==> config.mk <==
export PLATFORM = sky130hd
export DESIGN_NAME = status_led_priority_blinker
export DESIGN_NICKNAME = d
export VERILOG_FILES = /design/src/rtl/slpb_pkg.sv /design/src/rtl/slpb_scale.sv /design/src/rtl/status_led_priority_blinker.sv
export SDC_FILE = /design/constraint.sdc
export NUM_CORES = 1
export LEC_CHECK = 0
export BUFFER_PORTS_ARGS = -buffer_cell sky130_fd_sc_hd__buf_4
export CAP_MARGIN = 30
export CORE_MARGIN = 2
export CORE_UTILIZATION = 25
export CTS_CLUSTER_SIZE = 16
export DETAILED_ROUTE_END_ITERATION = 16
export PLACE_DENSITY = 0.43
export SLEW_MARGIN = 20
export SYNTH_ARGS = -nofsm -noshare
export SYNTH_HDL_FRONTEND = slang
export SYNTH_SLANG_ARGS = --single-unit
export TNS_END_PERCENT = 20
==> constraint.sdc <==
create_clock -name clk_i -period 12.2 [get_ports clk_i]
set_input_delay 1.22 -clock clk_i [delete_from_list [all_inputs] [get_ports clk_i]]
set_output_delay 1.22 -clock clk_i [all_outputs]
set_load 0.02 [all_outputs]
==> src/rtl/slpb_pkg.sv <==
// ----------------------------------------------------------------------------
// slpb_pkg
// Shared types and constants for the status LED priority blinker: status
// codes, register indexes, reset values and timing constants.
// ----------------------------------------------------------------------------
package slpb_pkg;

  typedef enum logic [3:0] {
    ST_NONE      = 4'd0,
    ST_BOOT      = 4'd1,
    ST_ERROR     = 4'd2,
    ST_WARNING   = 4'd3,
    ST_OTA_SOLID = 4'd4,
    ST_OTA_BLINK = 4'd5,
    ST_API       = 4'd6,
    ST_WIFI      = 4'd7,
    ST_OK        = 4'd8,
    ST_USER      = 4'd9
  } status_e;

  typedef enum logic [3:0] {
    REG_ERROR_COLOR   = 4'd0,
    REG_WARNING_COLOR = 4'd1,
    REG_OK_COLOR      = 4'd2,
    REG_BOOT_COLOR    = 4'd3,
    REG_WIFI_COLOR    = 4'd4,
    REG_API_COLOR     = 4'd5,
    REG_OTA_COLOR     = 4'd6,
    REG_CONTROL_BITS  = 4'd7
  } reg_index_e;

  localparam int unsigned ColorW  = 24;
  localparam int unsigned CtrlW   = 11;
  localparam int unsigned PhaseW  = 16;
  localparam int unsigned OtaPhW  = 10;

  localparam logic [ColorW-1:0] ErrorColorRst   = 24'hFF0000;
  localparam logic [ColorW-1:0] WarningColorRst = 24'hFFA500;
  localparam logic [ColorW-1:0] OkColorRst      = 24'h00FF00;
  localparam logic [ColorW-1:0] BootColorRst    = 24'hFFFF00;
  localparam logic [ColorW-1:0] WifiColorRst    = 24'hFFFFFF;
  localparam logic [ColorW-1:0] ApiColorRst     = 24'h00FF00;
  localparam logic [ColorW-1:0] OtaColorRst     = 24'h0000FF;
  localparam logic [CtrlW-1:0]  ControlRst      = 11'd1280;

  localparam int unsigned CtrlUserBit = 9;
  localparam int unsigned CtrlOkBit   = 10;

  localparam logic [31:0] OtaSolidMs  = 32'd500;
  localparam logic [31:0] BootMs      = 32'd10000;
  localparam logic [31:0] UserIdleMs  = 32'd30000;
  localparam logic [OtaPhW-1:0] OtaPeriodMs = 10'd1000;
  localparam logic [OtaPhW-1:0] OtaOnMs     = 10'd500;

endpackage

==> src/rtl/slpb_scale.sv <==
// ----------------------------------------------------------------------------
// slpb_scale
// Brightness scaling of one packed RGB color: each channel becomes
// (c * b) >> 8 with the brightness saturated to 256.
// ----------------------------------------------------------------------------
module slpb_scale (
  input  logic [slpb_pkg::ColorW-1:0] color_i,
  input  logic [8:0]                  bright_i,
  output logic [7:0]                  red_o,
  output logic [7:0]                  green_o,
  output logic [7:0]                  blue_o
);

  logic [8:0]  bright;
  logic [15:0] prod_r;
  logic [15:0] prod_g;
  logic [15:0] prod_b;

  assign bright = (bright_i > 9'd256) ? 9'd256 : bright_i;

  assign prod_r = {8'd0, color_i[23:16]} * {7'd0, bright};
  assign prod_g = {8'd0, color_i[15:8]}  * {7'd0, bright};
  assign prod_b = {8'd0, color_i[7:0]}   * {7'd0, bright};

  assign red_o   = prod_r[15:8];
  assign green_o = prod_g[15:8];
  assign blue_o  = prod_b[15:8];

endmodule

==> src/rtl/status_led_priority_blinker.sv <==
// ----------------------------------------------------------------------------
// status_led_priority_blinker
// Picks an LED status by fixed priority on every millisecond tick and drives
// brightness-scaled RGB levels; blinking statuses write levels on edges only.
//
//   channel | handshake                 | payload
//   --------+---------------------------+---------------------------------
//   in      | in_valid_i / in_stall_o   | mode, status flags
//   out     | out_valid_o / out_stall_i | status code, levels, write, apply
//   cfg     | cfg_valid_i / cfg_ready_o | cfg_index_i, cfg_data_i
//
// one transaction per cycle unless in_stall_o is high; a result appears in the cycle after its input
// input stalls while a result waits under out_stall_i; a leaving result
// frees the result register for a new input in the same cycle
// blink phases run as counters beside the millisecond count, no divider
// reset puts the block in boot state with all counters at zero
// ----------------------------------------------------------------------------
module status_led_priority_blinker #(
  parameter int unsigned ERROR_PERIOD_MS   = 250,
  parameter int unsigned WARNING_PERIOD_MS = 1000
) (
  input  logic        clk_i,
  input  logic        rst_ni,
  input  logic        in_valid_i,
  output logic        in_stall_o,
  input  logic        mode_i,
  input  logic        error_flag_i,
  input  logic        warning_flag_i,
  input  logic        ota_active_i,
  input  logic        ota_mark_i,
  input  logic        wifi_up_i,
  input  logic        api_up_i,
  output logic        out_valid_o,
  input  logic        out_stall_i,
  output logic [3:0]  status_code_o,
  output logic [7:0]  red_level_o,
  output logic [7:0]  green_level_o,
  output logic [7:0]  blue_level_o,
  output logic        level_write_o,
  output logic        user_apply_o,
  input  logic        cfg_valid_i,
  output logic        cfg_ready_o,
  input  logic [3:0]  cfg_index_i,
  input  logic [23:0] cfg_data_i
);

  localparam int unsigned PW = slpb_pkg::PhaseW;
  localparam logic [PW-1:0] ErrPeriod = PW'(ERROR_PERIOD_MS);
  localparam logic [PW-1:0] ErrOn     = PW'((ERROR_PERIOD_MS * 3) / 4);
  localparam logic [PW-1:0] WrnPeriod = PW'(WARNING_PERIOD_MS);
  localparam logic [PW-1:0] WrnOn     = PW'(WARNING_PERIOD_MS / 4);

  // configuration
  logic [23:0] error_color_q, warning_color_q, ok_color_q, boot_color_q;
  logic [23:0] wifi_color_q, api_color_q, ota_color_q;
  logic [slpb_pkg::CtrlW-1:0] control_q;
  logic cfg_we;

  assign cfg_ready_o = 1'b1;
  assign cfg_we      = cfg_valid_i;

  always_ff @(posedge clk_i or negedge rst_ni) begin
    if (!rst_ni) begin
      error_color_q   <= slpb_pkg::ErrorColorRst;
      warning_color_q <= slpb_pkg::WarningColorRst;
      ok_color_q      <= slpb_pkg::OkColorRst;
      boot_color_q    <= slpb_pkg::BootColorRst;
      wifi_color_q    <= slpb_pkg::WifiColorRst;
      api_color_q     <= slpb_pkg::ApiColorRst;
      ota_color_q     <= slpb_pkg::OtaColorRst;
      control_q       <= slpb_pkg::ControlRst;
    end else if (cfg_we) begin
      case (cfg_index_i)
        slpb_pkg::REG_ERROR_COLOR:   error_color_q   <= cfg_data_i;
        slpb_pkg::REG_WARNING_COLOR: warning_color_q <= cfg_data_i;
        slpb_pkg::REG_OK_COLOR:      ok_color_q      <= cfg_data_i;
        slpb_pkg::REG_BOOT_COLOR:    boot_color_q    <= cfg_data_i;
        slpb_pkg::REG_WIFI_COLOR:    wifi_color_q    <= cfg_data_i;
        slpb_pkg::REG_API_COLOR:     api_color_q     <= cfg_data_i;
        slpb_pkg::REG_OTA_COLOR:     ota_color_q     <= cfg_data_i;
        slpb_pkg::REG_CONTROL_BITS:  control_q       <= cfg_data_i[slpb_pkg::CtrlW-1:0];
        default: ;
      endcase
    end
  end

  // handshake
  logic accept;
  logic out_valid_q, out_valid_d;

  assign in_stall_o  = out_valid_q && out_stall_i;
  assign accept      = in_valid_i && !in_stall_o;
  assign out_valid_o = out_valid_q;

  always_comb begin
    out_valid_d = out_valid_q;
    if (accept) begin
      out_valid_d = 1'b1;
    end else if (!out_stall_i) begin
      out_valid_d = 1'b0;
    end
  end

  // state
  logic [31:0] ms_q, ms_d;
  logic [31:0] change_q, change_d;
  logic [31:0] mark_q, mark_d;
  logic [PW-1:0] err_ph_q, err_ph_d, wrn_ph_q, wrn_ph_d;
  logic [slpb_pkg::OtaPhW-1:0] ota_ph_q, ota_ph_d;
  slpb_pkg::status_e prev_q, prev_d, shown_q, shown_d, st;
  logic lit_q, lit_d, user_q, user_d, first_q, first_d;

  logic [31:0] mark_now;
  logic        changed;
  logic        lit_base;
  logic        drive;
  logic [23:0] drive_color;
  logic        apply;
  logic        wrap;
  logic [7:0]  red, green, blue;

  // status pick and level selection
  always_comb begin
    ms_d        = ms_q;
    change_d    = change_q;
    mark_d      = mark_q;
    prev_d      = prev_q;
    shown_d     = shown_q;
    lit_d       = lit_q;
    user_d      = user_q;
    first_d     = first_q;
    err_ph_d    = err_ph_q;
    wrn_ph_d    = wrn_ph_q;
    ota_ph_d    = ota_ph_q;
    drive       = 1'b0;
    drive_color = '0;
    apply       = 1'b0;
    changed     = 1'b0;
    lit_base    = lit_q;
    st          = slpb_pkg::ST_NONE;
    wrap        = (ms_q == 32'hFFFF_FFFF);
    mark_now    = ota_mark_i ? ms_q : mark_q;

    if (control_q[slpb_pkg::CtrlUserBit]) begin
      st = slpb_pkg::ST_USER;
    end else if (user_q && prev_q == slpb_pkg::ST_OK &&
                 (ms_q - change_q) >= slpb_pkg::UserIdleMs) begin
      st = slpb_pkg::ST_USER;
    end else if (ota_active_i) begin
      st = ((ms_q - mark_now) < slpb_pkg::OtaSolidMs) ? slpb_pkg::ST_OTA_SOLID
                                                       : slpb_pkg::ST_OTA_BLINK;
    end else if (error_flag_i) begin
      st = slpb_pkg::ST_ERROR;
    end else if (warning_flag_i) begin
      st = slpb_pkg::ST_WARNING;
    end else if (ms_q < slpb_pkg::BootMs) begin
      st = slpb_pkg::ST_BOOT;
    end else if (api_up_i) begin
      st = slpb_pkg::ST_API;
    end else if (wifi_up_i) begin
      st = slpb_pkg::ST_WIFI;
    end else if (control_q[slpb_pkg::CtrlOkBit]) begin
      st = slpb_pkg::ST_OK;
    end

    if (accept) begin
      if (mode_i) begin
        user_d = 1'b1;
        if (control_q[slpb_pkg::CtrlUserBit]) begin
          shown_d = slpb_pkg::ST_USER;
          apply   = 1'b1;
        end
      end else begin
        mark_d = mark_now;
        if (first_q) begin
          first_d  = 1'b0;
          change_d = ms_q;
        end else begin
          changed = (st != prev_q);
          if (changed) begin
            prev_d   = st;
            change_d = ms_q;
            lit_base = 1'b0;
          end
          shown_d = st;
          lit_d   = 1'b0;
          case (st)
            slpb_pkg::ST_ERROR: begin
              lit_d       = (err_ph_q < ErrOn);
              drive       = (lit_d != lit_base);
              drive_color = lit_d ? error_color_q : 24'd0;
            end
            slpb_pkg::ST_WARNING: begin
              lit_d       = (wrn_ph_q < WrnOn);
              drive       = (lit_d != lit_base);
              drive_color = lit_d ? warning_color_q : 24'd0;
            end
            slpb_pkg::ST_OTA_BLINK: begin
              lit_d       = (ota_ph_q < slpb_pkg::OtaOnMs);
              drive       = (lit_d != lit_base);
              drive_color = lit_d ? ota_color_q : 24'd0;
            end
            slpb_pkg::ST_BOOT: begin
              drive       = 1'b1;
              drive_color = boot_color_q;
            end
            slpb_pkg::ST_WIFI: begin
              drive       = 1'b1;
              drive_color = wifi_color_q;
            end
            slpb_pkg::ST_API: begin
              drive       = 1'b1;
              drive_color = api_color_q;
            end
            slpb_pkg::ST_OTA_SOLID: begin
              drive       = 1'b1;
              drive_color = ota_color_q;
            end
            slpb_pkg::ST_OK: begin
              drive       = 1'b1;
              drive_color = ok_color_q;
            end
            slpb_pkg::ST_USER: begin
              drive = 1'b0;
            end
            default: begin
              drive       = 1'b1;
              drive_color = 24'd0;
            end
          endcase
        end
        // millisecond count wraps at 2^32; blink phases wrap at their own periods and also restart when it wraps
        ms_d = ms_q + 32'd1;
        if (wrap || err_ph_q == ErrPeriod - PW'(1)) begin
          err_ph_d = '0;
        end else begin
          err_ph_d = err_ph_q + PW'(1);
        end
        if (wrap || wrn_ph_q == WrnPeriod - PW'(1)) begin
          wrn_ph_d = '0;
        end else begin
          wrn_ph_d = wrn_ph_q + PW'(1);
        end
        if (wrap || ota_ph_q == slpb_pkg::OtaPeriodMs - 10'd1) begin
          ota_ph_d = '0;
        end else begin
          ota_ph_d = ota_ph_q + 10'd1;
        end
      end
    end
  end

  slpb_scale u_scale (
    .color_i  (drive_color),
    .bright_i (control_q[8:0]),
    .red_o    (red),
    .green_o  (green),
    .blue_o   (blue)
  );

  always_ff @(posedge clk_i or negedge rst_ni) begin
    if (!rst_ni) begin
      ms_q        <= '0;
      change_q    <= '0;
      mark_q      <= '0;
      prev_q      <= slpb_pkg::ST_NONE;
      shown_q     <= slpb_pkg::ST_BOOT;
      lit_q       <= 1'b0;
      user_q      <= 1'b0;
      first_q     <= 1'b1;
      err_ph_q    <= '0;
      wrn_ph_q    <= '0;
      ota_ph_q    <= '0;
      out_valid_q <= 1'b0;
    end else begin
      ms_q        <= ms_d;
      change_q    <= change_d;
      mark_q      <= mark_d;
      prev_q      <= prev_d;
      shown_q     <= shown_d;
      lit_q       <= lit_d;
      user_q      <= user_d;
      first_q     <= first_d;
      err_ph_q    <= err_ph_d;
      wrn_ph_q    <= wrn_ph_d;
      ota_ph_q    <= ota_ph_d;
      out_valid_q <= out_valid_d;
    end
  end

  // result register
  logic [3:0] status_q;
  logic [7:0] red_q, green_q, blue_q;
  logic       write_q, apply_q;

  always_ff @(posedge clk_i) begin
    if (accept) begin
      status_q <= shown_d;
      red_q    <= drive ? red : 8'd0;
      green_q  <= drive ? green : 8'd0;
      blue_q   <= drive ? blue : 8'd0;
      write_q  <= drive;
      apply_q  <= apply;
    end
  end

  assign status_code_o = status_q;
  assign red_level_o   = red_q;
  assign green_level_o = green_q;
  assign blue_level_o  = blue_q;
  assign level_write_o = write_q;
  assign user_apply_o  = apply_q;

endmodule
==> results.md, run 1 <==
* Crit-path max FO at 35
* Port bufs at 71
* CP Class: input port to register
* Setup Viol. Count Final at 0
* Post-route setup TNS at 0 ps
* DR vias at 19,803
* Max-cap violation count at 0
* Clock Sinks at 359
* Initial DRC Count at 1,104
* Routability congestion estimate at 0.807
* Synth Flop Type: dfrtp_1
* Achievable Freq at 0.0952 GHz
* Synth top area share at 23.0%
* DRC viols at 0
* Die Height at 328 um
* Critical Path AT at 10,810 ps
* DIE WIDTH at 328 um
* Slew margin rel. at 36.8%
* Max-slew violations at 0
* Worst-skew pair later-pin latency at 570 ps
* Outcome: finished clean
* Capturing element type of the critical path: register
* Drt pass-1 iters at 7
* Shortest period the worst path allows at 10,510 ps
* Starting density of the core at 25.3%
* Fillers at 10,849
* Post-synthesis sequential area ratio at 35.3%
* Count leader, synth: nand2_1
* Detailed Place HPWL at 55.4 mm
* CP required at 12,500 ps
* Area growth syn-to-layout at 14.4%
* Leakage power at 13.7 nW
* Post-synth EDFFs at 30
* Area of placed instances at 28,400 um2
* Post-CTS Resized at 0
* CTS H-tree lvls at 2
* Post-CTS setup buffer count at 0
* Total grt overflow at 0
* Worst VDD drop at 0.0821 mV
* Core area at 104,000 um2
* Multi-input combinational cell area at 15,800 um2
* Fin nets at 3,072
* Mean Syn Cell Area at 9.73 um2
* Ys async rst share at 91.6%
* Max clock buf depth at 3
* Worst Max-Slew Pin Slew at 941 ps
* Final wirelength at 75.6 mm
* Synth area leader: dfrtp_1
* Share of layout cells above drive strength 1 at 19.7%
* Mapped Area at 26,200 um2
* First-pass GRT wire length at 121 mm
* Hold Crit Class: register to register
* Top Ports at 73
* Root Buffer: clkbuf_16
* YS warnings at 0
* Die area at 107,000 um2
* WL/cell at 18.2 um
* Final Cycle Share at 86.1%
* Startpoint types: input port
* Most used cell, CP: fa_1
* Ranking of synthesized cells by area: dfrtp_1, fa_1, mux2_2
* Synth Instances at 2,694
* Slowest-stage cell, CP: fa_1
* RSZ-0062 raised after global routing: false
* Post-route ant nets at 0
* Distinct cells, synth at 95
* Hold Violations, Final at 0
* CTS Buf Count at 43
* Worst-path clk slew at 60 ps
* Post-synthesis register bit count at 359
* Vias in the first global route at 20,430
* Slowest stage delay, CP at 550 ps
* PD cells at 148 nW/um2
* Largest net degree at the start of global routing at 145
* Sequential cell area at 9240 um2
* FP Rows at 118
* Initial antenna violation count at 2
* GRT Overall Usage at 14.1%
* R2r setup slk at 1720 ps
* Hold Buf Count CTS at 0
* Worst Clk Skew at 15.6 ps
* CTS tree: yes
* Synth cell count leaders: nand2_1, nor2_1, dfrtp_1
* Post-Syn Nets at 3,019
* Cell area after layout at 30,000 um2
* Routed vias/inst at 4.76
-- registers in the layout, indices dropped and copies added, names as in the netlist, 8 cells and up --
register and cells:
change_q 32, green_level_o 8, err_ph_q 16, control_q 11, red_level_o 8, error_color_q 24, mark_q 32, ok_color_q 24
blue_level_o 8, warning_color_q 24, ota_color_q 24, wifi_color_q 24, api_color_q 24, boot_color_q 24, ota_ph_q 10, ms_q 32
wrn_ph_q 16
-- per-stage QoR --
stage	hold WS [ps]	power [mW]	worst slack, ps	util, %	instances
finish	470	4.44	1690	28.9	4161
global route	488	4.73	832	28.9	4160
CTS	471	4.50	1460	28.8	4155
detailed placement	453	3.12	963	27.4	4077
global placement	448	3.13	1150	27.4	4077
floorplan	428	2.67	2290	-	2694
-- logic make-up (layout without fill, tap and decap cells) --
group / after synthesis / count (layout) / synth area share, %
simple gates: 884 / 884 / 15.9
compound gates: 481 / 481 / 12.7
flops: 359 / 359 / 35.3
buf+inv: 324 / 410 / 4.75
fa+ha+maj: 285 / 285 / 17.1
mux: 249 / 249 / 10.5
xor+xnor: 111 / 111 / 3.71
other cells: 1 / 2 / 0.0143
-- area by class of cell --
cell class | count | share of cell area (%)
antenna | 1 | 0.00834
clock buffer | 66 | 4.36
clock inverter | 12 | 0.572
inverter | 213 | 2.67
multi-input combinational | 2011 | 52.6
sequential | 359 | 30.8
tap | 1380 | 5.76
timing repair buffer | 119 | 3.18
-- critical path, delay by kind of cell --
| kind | cells | cell delay, ps |
|---|---|---|
| AOI/OAI and AO/OA | 11 | 3510 |
| adders and majority gates | 6 | 2750 |
| and+or+nand+nor | 9 | 1850 |
| buffers and inverters | 5 | 910 |
| muxes | 1 | 360 |
| xor gates and xnor gates | 1 | 170 |
-- routing by layer --
metal | global-route usage [%] | routed length, um | up-vias | share of wire, %
li1 | - | - | 9582 | -
met1 | 20.9 | 38800 | 9865 | 51
met2 | 22.0 | 33300 | 284 | 44
met3 | 1.76 | 2460 | 68 | 3.3
met4 | 2.68 | 1050 | 4 | 1.4
met5 | 0 | 28 | - | 0.037
-- report_power, final --
| part | leakage, nW | switching, mW | total, mW | internal [mW] |
|---|---|---|---|---|
| logic | 8.60 | 0.855 | 1.50 | 0.646 |
| registers | 4.36 | 0.145 | 1.60 | 1.45 |
| clock network | 0.729 | 0.522 | 1.34 | 0.822 |
| total | 13.7 | 1.52 | 4.44 | 2.92 |
-- final timing paths --
check / cells past startpoint / end / from
worst max-delay path: 33 / red_level_o[6] / ota_mark_i
worst min-delay path: 1 / user_q / user_q
worst max register to register: 35 / blue_level_o[7] / ms_q[0]
worst min register to register: 1 / user_q / user_q
max in group asynchronous: 2 / control_q[7] / rst_ni
min in group asynchronous: 1 / wrn_ph_q[12] / rst_ni
-- placed cells by master (no fill, tap or decap), types with 88 or more instances in the layout --
cell / n
a21oi_1: 106
buf_4: 112
dfrtp_1: 241
dfstp_2: 88
fa_1: 121
ha_1: 164
inv_1: 213
mux2_2: 214
nand2_1: 280
nor2_1: 243
o21ai_0: 102
Note: power is estimated with default switching activity, not from simulation.
==> run 2, diff against run 1 <==
--- a/config.mk
+++ b/config.mk
@@ -5,6 +5,7 @@
 export SDC_FILE = /design/constraint.sdc
 export NUM_CORES = 1
 export LEC_CHECK = 0
+export ABC_AREA = 1
 export BUFFER_PORTS_ARGS = -buffer_cell sky130_fd_sc_hd__buf_4
 export CAP_MARGIN = 30
 export CORE_MARGIN = 2
@@ -12,6 +13,7 @@
 export CTS_CLUSTER_SIZE = 16
 export DETAILED_ROUTE_END_ITERATION = 16
 export PLACE_DENSITY = 0.43
+export REMOVE_ABC_BUFFERS = 1
 export SLEW_MARGIN = 20
 export SYNTH_ARGS = -nofsm -noshare
 export SYNTH_HDL_FRONTEND = slang
==> results.md, run 2 <==
* Distinct cells, synth at 57
* FF-to-FF End: green_level_o[6]
* Synth Instances at 3,854
* Slowest stage delay, CP at 660 ps
* Cell area after layout at 31,800 um2
* Placed Cells at 5,342
* Post-route ant nets at 0
* PD cells at 155 nW/um2
* Ranking of synthesized cells by area: dfrtp_1, nand2_1, fa_1
* Critical Path AT at 10,330 ps
* Fin nets at 4,229
* GRT Overall Usage at 15.1%
* Hold Path End: user_q
* Most used cell, CP: nand2_1
* CTS tree: yes
* Post-synth EDFFs at 30
* Outcome: finished clean
* Fillers at 12,215
* Non-filler cells in the finished layout at 5,430
* Initial antenna violation count at 1
* CTS Buf Count at 47
* Capturing element type of the critical path: register
* Port bufs at 71
* Die Height at 338 um
* Vias in the first global route at 23,668
* Routed vias/inst at 4.43
* Hold Violations, Final at 0
* Ys async rst share at 91.6%
* Synth top area share at 21.6%
* Achievable Freq at 0.101 GHz
* Largest net degree at the start of global routing at 145
* R2R depth at 42
* Shortest period the worst path allows at 9920 ps
* CP required at 12,610 ps
* Post-route setup TNS at 0 ps
* Area of placed instances at 30,200 um2
* Worst VDD drop at 0.0789 mV
* Total grt overflow at 0
* Setup Viol. Count Final at 0
* Initial DRC Count at 1,470
* Post-layout util at 28.8%
* RSZ-0062 raised after global routing: false
* Area growth syn-to-layout at 14.1%
* Post-synthesis sequential area ratio at 33.1%
* R2r setup slk at 2490 ps
* Detailed Place HPWL at 64.9 mm
* FP Rows at 122
* Reg-to-Reg Start: ms_q[0]
* Final hold slack at 469 ps
* DRC viols at 0
* YS warnings at 0
* Most frequent cells in the layout: nand2_1, inv_1, nor2_1
* Core area at 111,000 um2
* Mean Syn Cell Area at 7.24 um2
* Routability congestion estimate at 0.840
* DIE WIDTH at 338 um
* Largest regs: change_q x32, mark_q x32, ms_q x32
* Clock Sinks at 359
* CP Class: input port to register
* Synth area leader: dfrtp_1
* First-pass GRT wire length at 138 mm
* Slowest-stage cell, CP: nand2_1
* Synth Flop Type: dfrtp_1
* Worst Clk Skew at 61.0 ps
* Top Ports at 73
* Critical hold path startpoint: user_q
* WL/cell at 16.0 um
* Post-CTS Resized at 0
* Final wirelength at 86.8 mm
* Max-cap violation count at 0
* DR vias at 24,041
* Count leader, synth: nand2_1
* Max clock buf depth at 3
* Leakage power at 16.0 nW
* Slew margin rel. at 36.5%
* Commonest non-fill, non-tap cell in the layout: nand2_1
* Hold depth at 2
* Final Cycle Share at 81.3%
* Post-synthesis register bit count at 359
* Worst Max-Slew Pin Slew at 951 ps
* Max-slew violations at 0
* Worst-path clk slew at 60 ps
* Hold Crit Class: register to register
* CTS H-tree lvls at 2
* Root Buffer: clkbuf_16
* Post-CTS setup buffer count at 0
* Share of layout cells above drive strength 1 at 8.35%
* Mapped Area at 27,900 um2
* Starting density of the core at 25.2%
* Worst-skew pair later-pin latency at 660 ps
* Die area at 114,000 um2
* Startpoint types: input port
* Synth cell count leaders: nand2_1, inv_1, nor2_1
* Hold Buf Count CTS at 0
* Crit-path max FO at 64
* Drt pass-1 iters at 5
run 2: per-stage QoR:
stage               worst slack, ps  total power, mW
finish                         2280             4.92
floorplan                      2540             2.88
global placement               1460             3.47
global route                   1480             5.32
CTS                            2230             5.00
detailed placement             1540             3.47
run 2: cell type report:
cell class	count	area, um2	area share (%)
Antenna cell	1	2.50	0.00786
Clock buffer	70	1440	4.51
Clock inverter	16	203	0.637
Inverter	653	2450	7.70
Multi-Input combinational cell	2742	15800	49.7
Sequential cell	359	9240	29.0
Tap cell	1488	1860	5.85
Timing Repair Buffer	101	820	2.57
run 2: report_power, final:
group          switching [mW]  internal, mW  total, mW
registers               0.146          1.48       1.62
clock network           0.612         0.865       1.48
logic                    1.25         0.570       1.82
run 2: worst max-delay path by stage:
stage	start	to	depth (start not counted)
2_1_floorplan	out_stall_i	green_level_o[6]	26
3_3_place_gp	ota_mark_i	green_level_o[6]	40
3_5_place_dp	ota_mark_i	green_level_o[6]	40
4_1_cts	ota_mark_i	green_level_o[6]	40
5_1_grt	ota_mark_i	green_level_o[6]	42
6_report	ota_mark_i	green_level_o[6]	40
run 2: layer usage:
| metal | wire length, um | vias up | part of all wire [%] | global-route usage (%) |
|---|---|---|---|---|
| met2 | 36800 | 362 | 42 | 22.9 |
| met1 | 45000 | 11310 | 52 | 22.5 |
| met4 | 1570 | 0 | 1.8 | 3.37 |
| met3 | 3460 | 79 | 4.0 | 2.31 |
| li1 | - | 12290 | - | - |
| met5 | 0 | - | 0 | 0 |
run 2: critical path: cells and delay by family:
family	cells	cell delay, ps
AO/OA/AOI/OAI	7	1780
adder cells (fa/ha/maj)	6	2860
buffers and inverters	7	960
AND/OR/NAND/NOR	20	3430
run 2: logic make-up after synthesis:
logic type / after synthesis / synth area share (%)
AOI/OAI and AO/OA: 561 / 10.9
xor gates and xnor gates: 64 / 2.01
adders and majority gates: 285 / 16.0
buffers and inverters: 753 / 10.4
DFF: 359 / 33.1
other: 1 / 0.0134
and+or+nand+nor: 1831 / 27.5
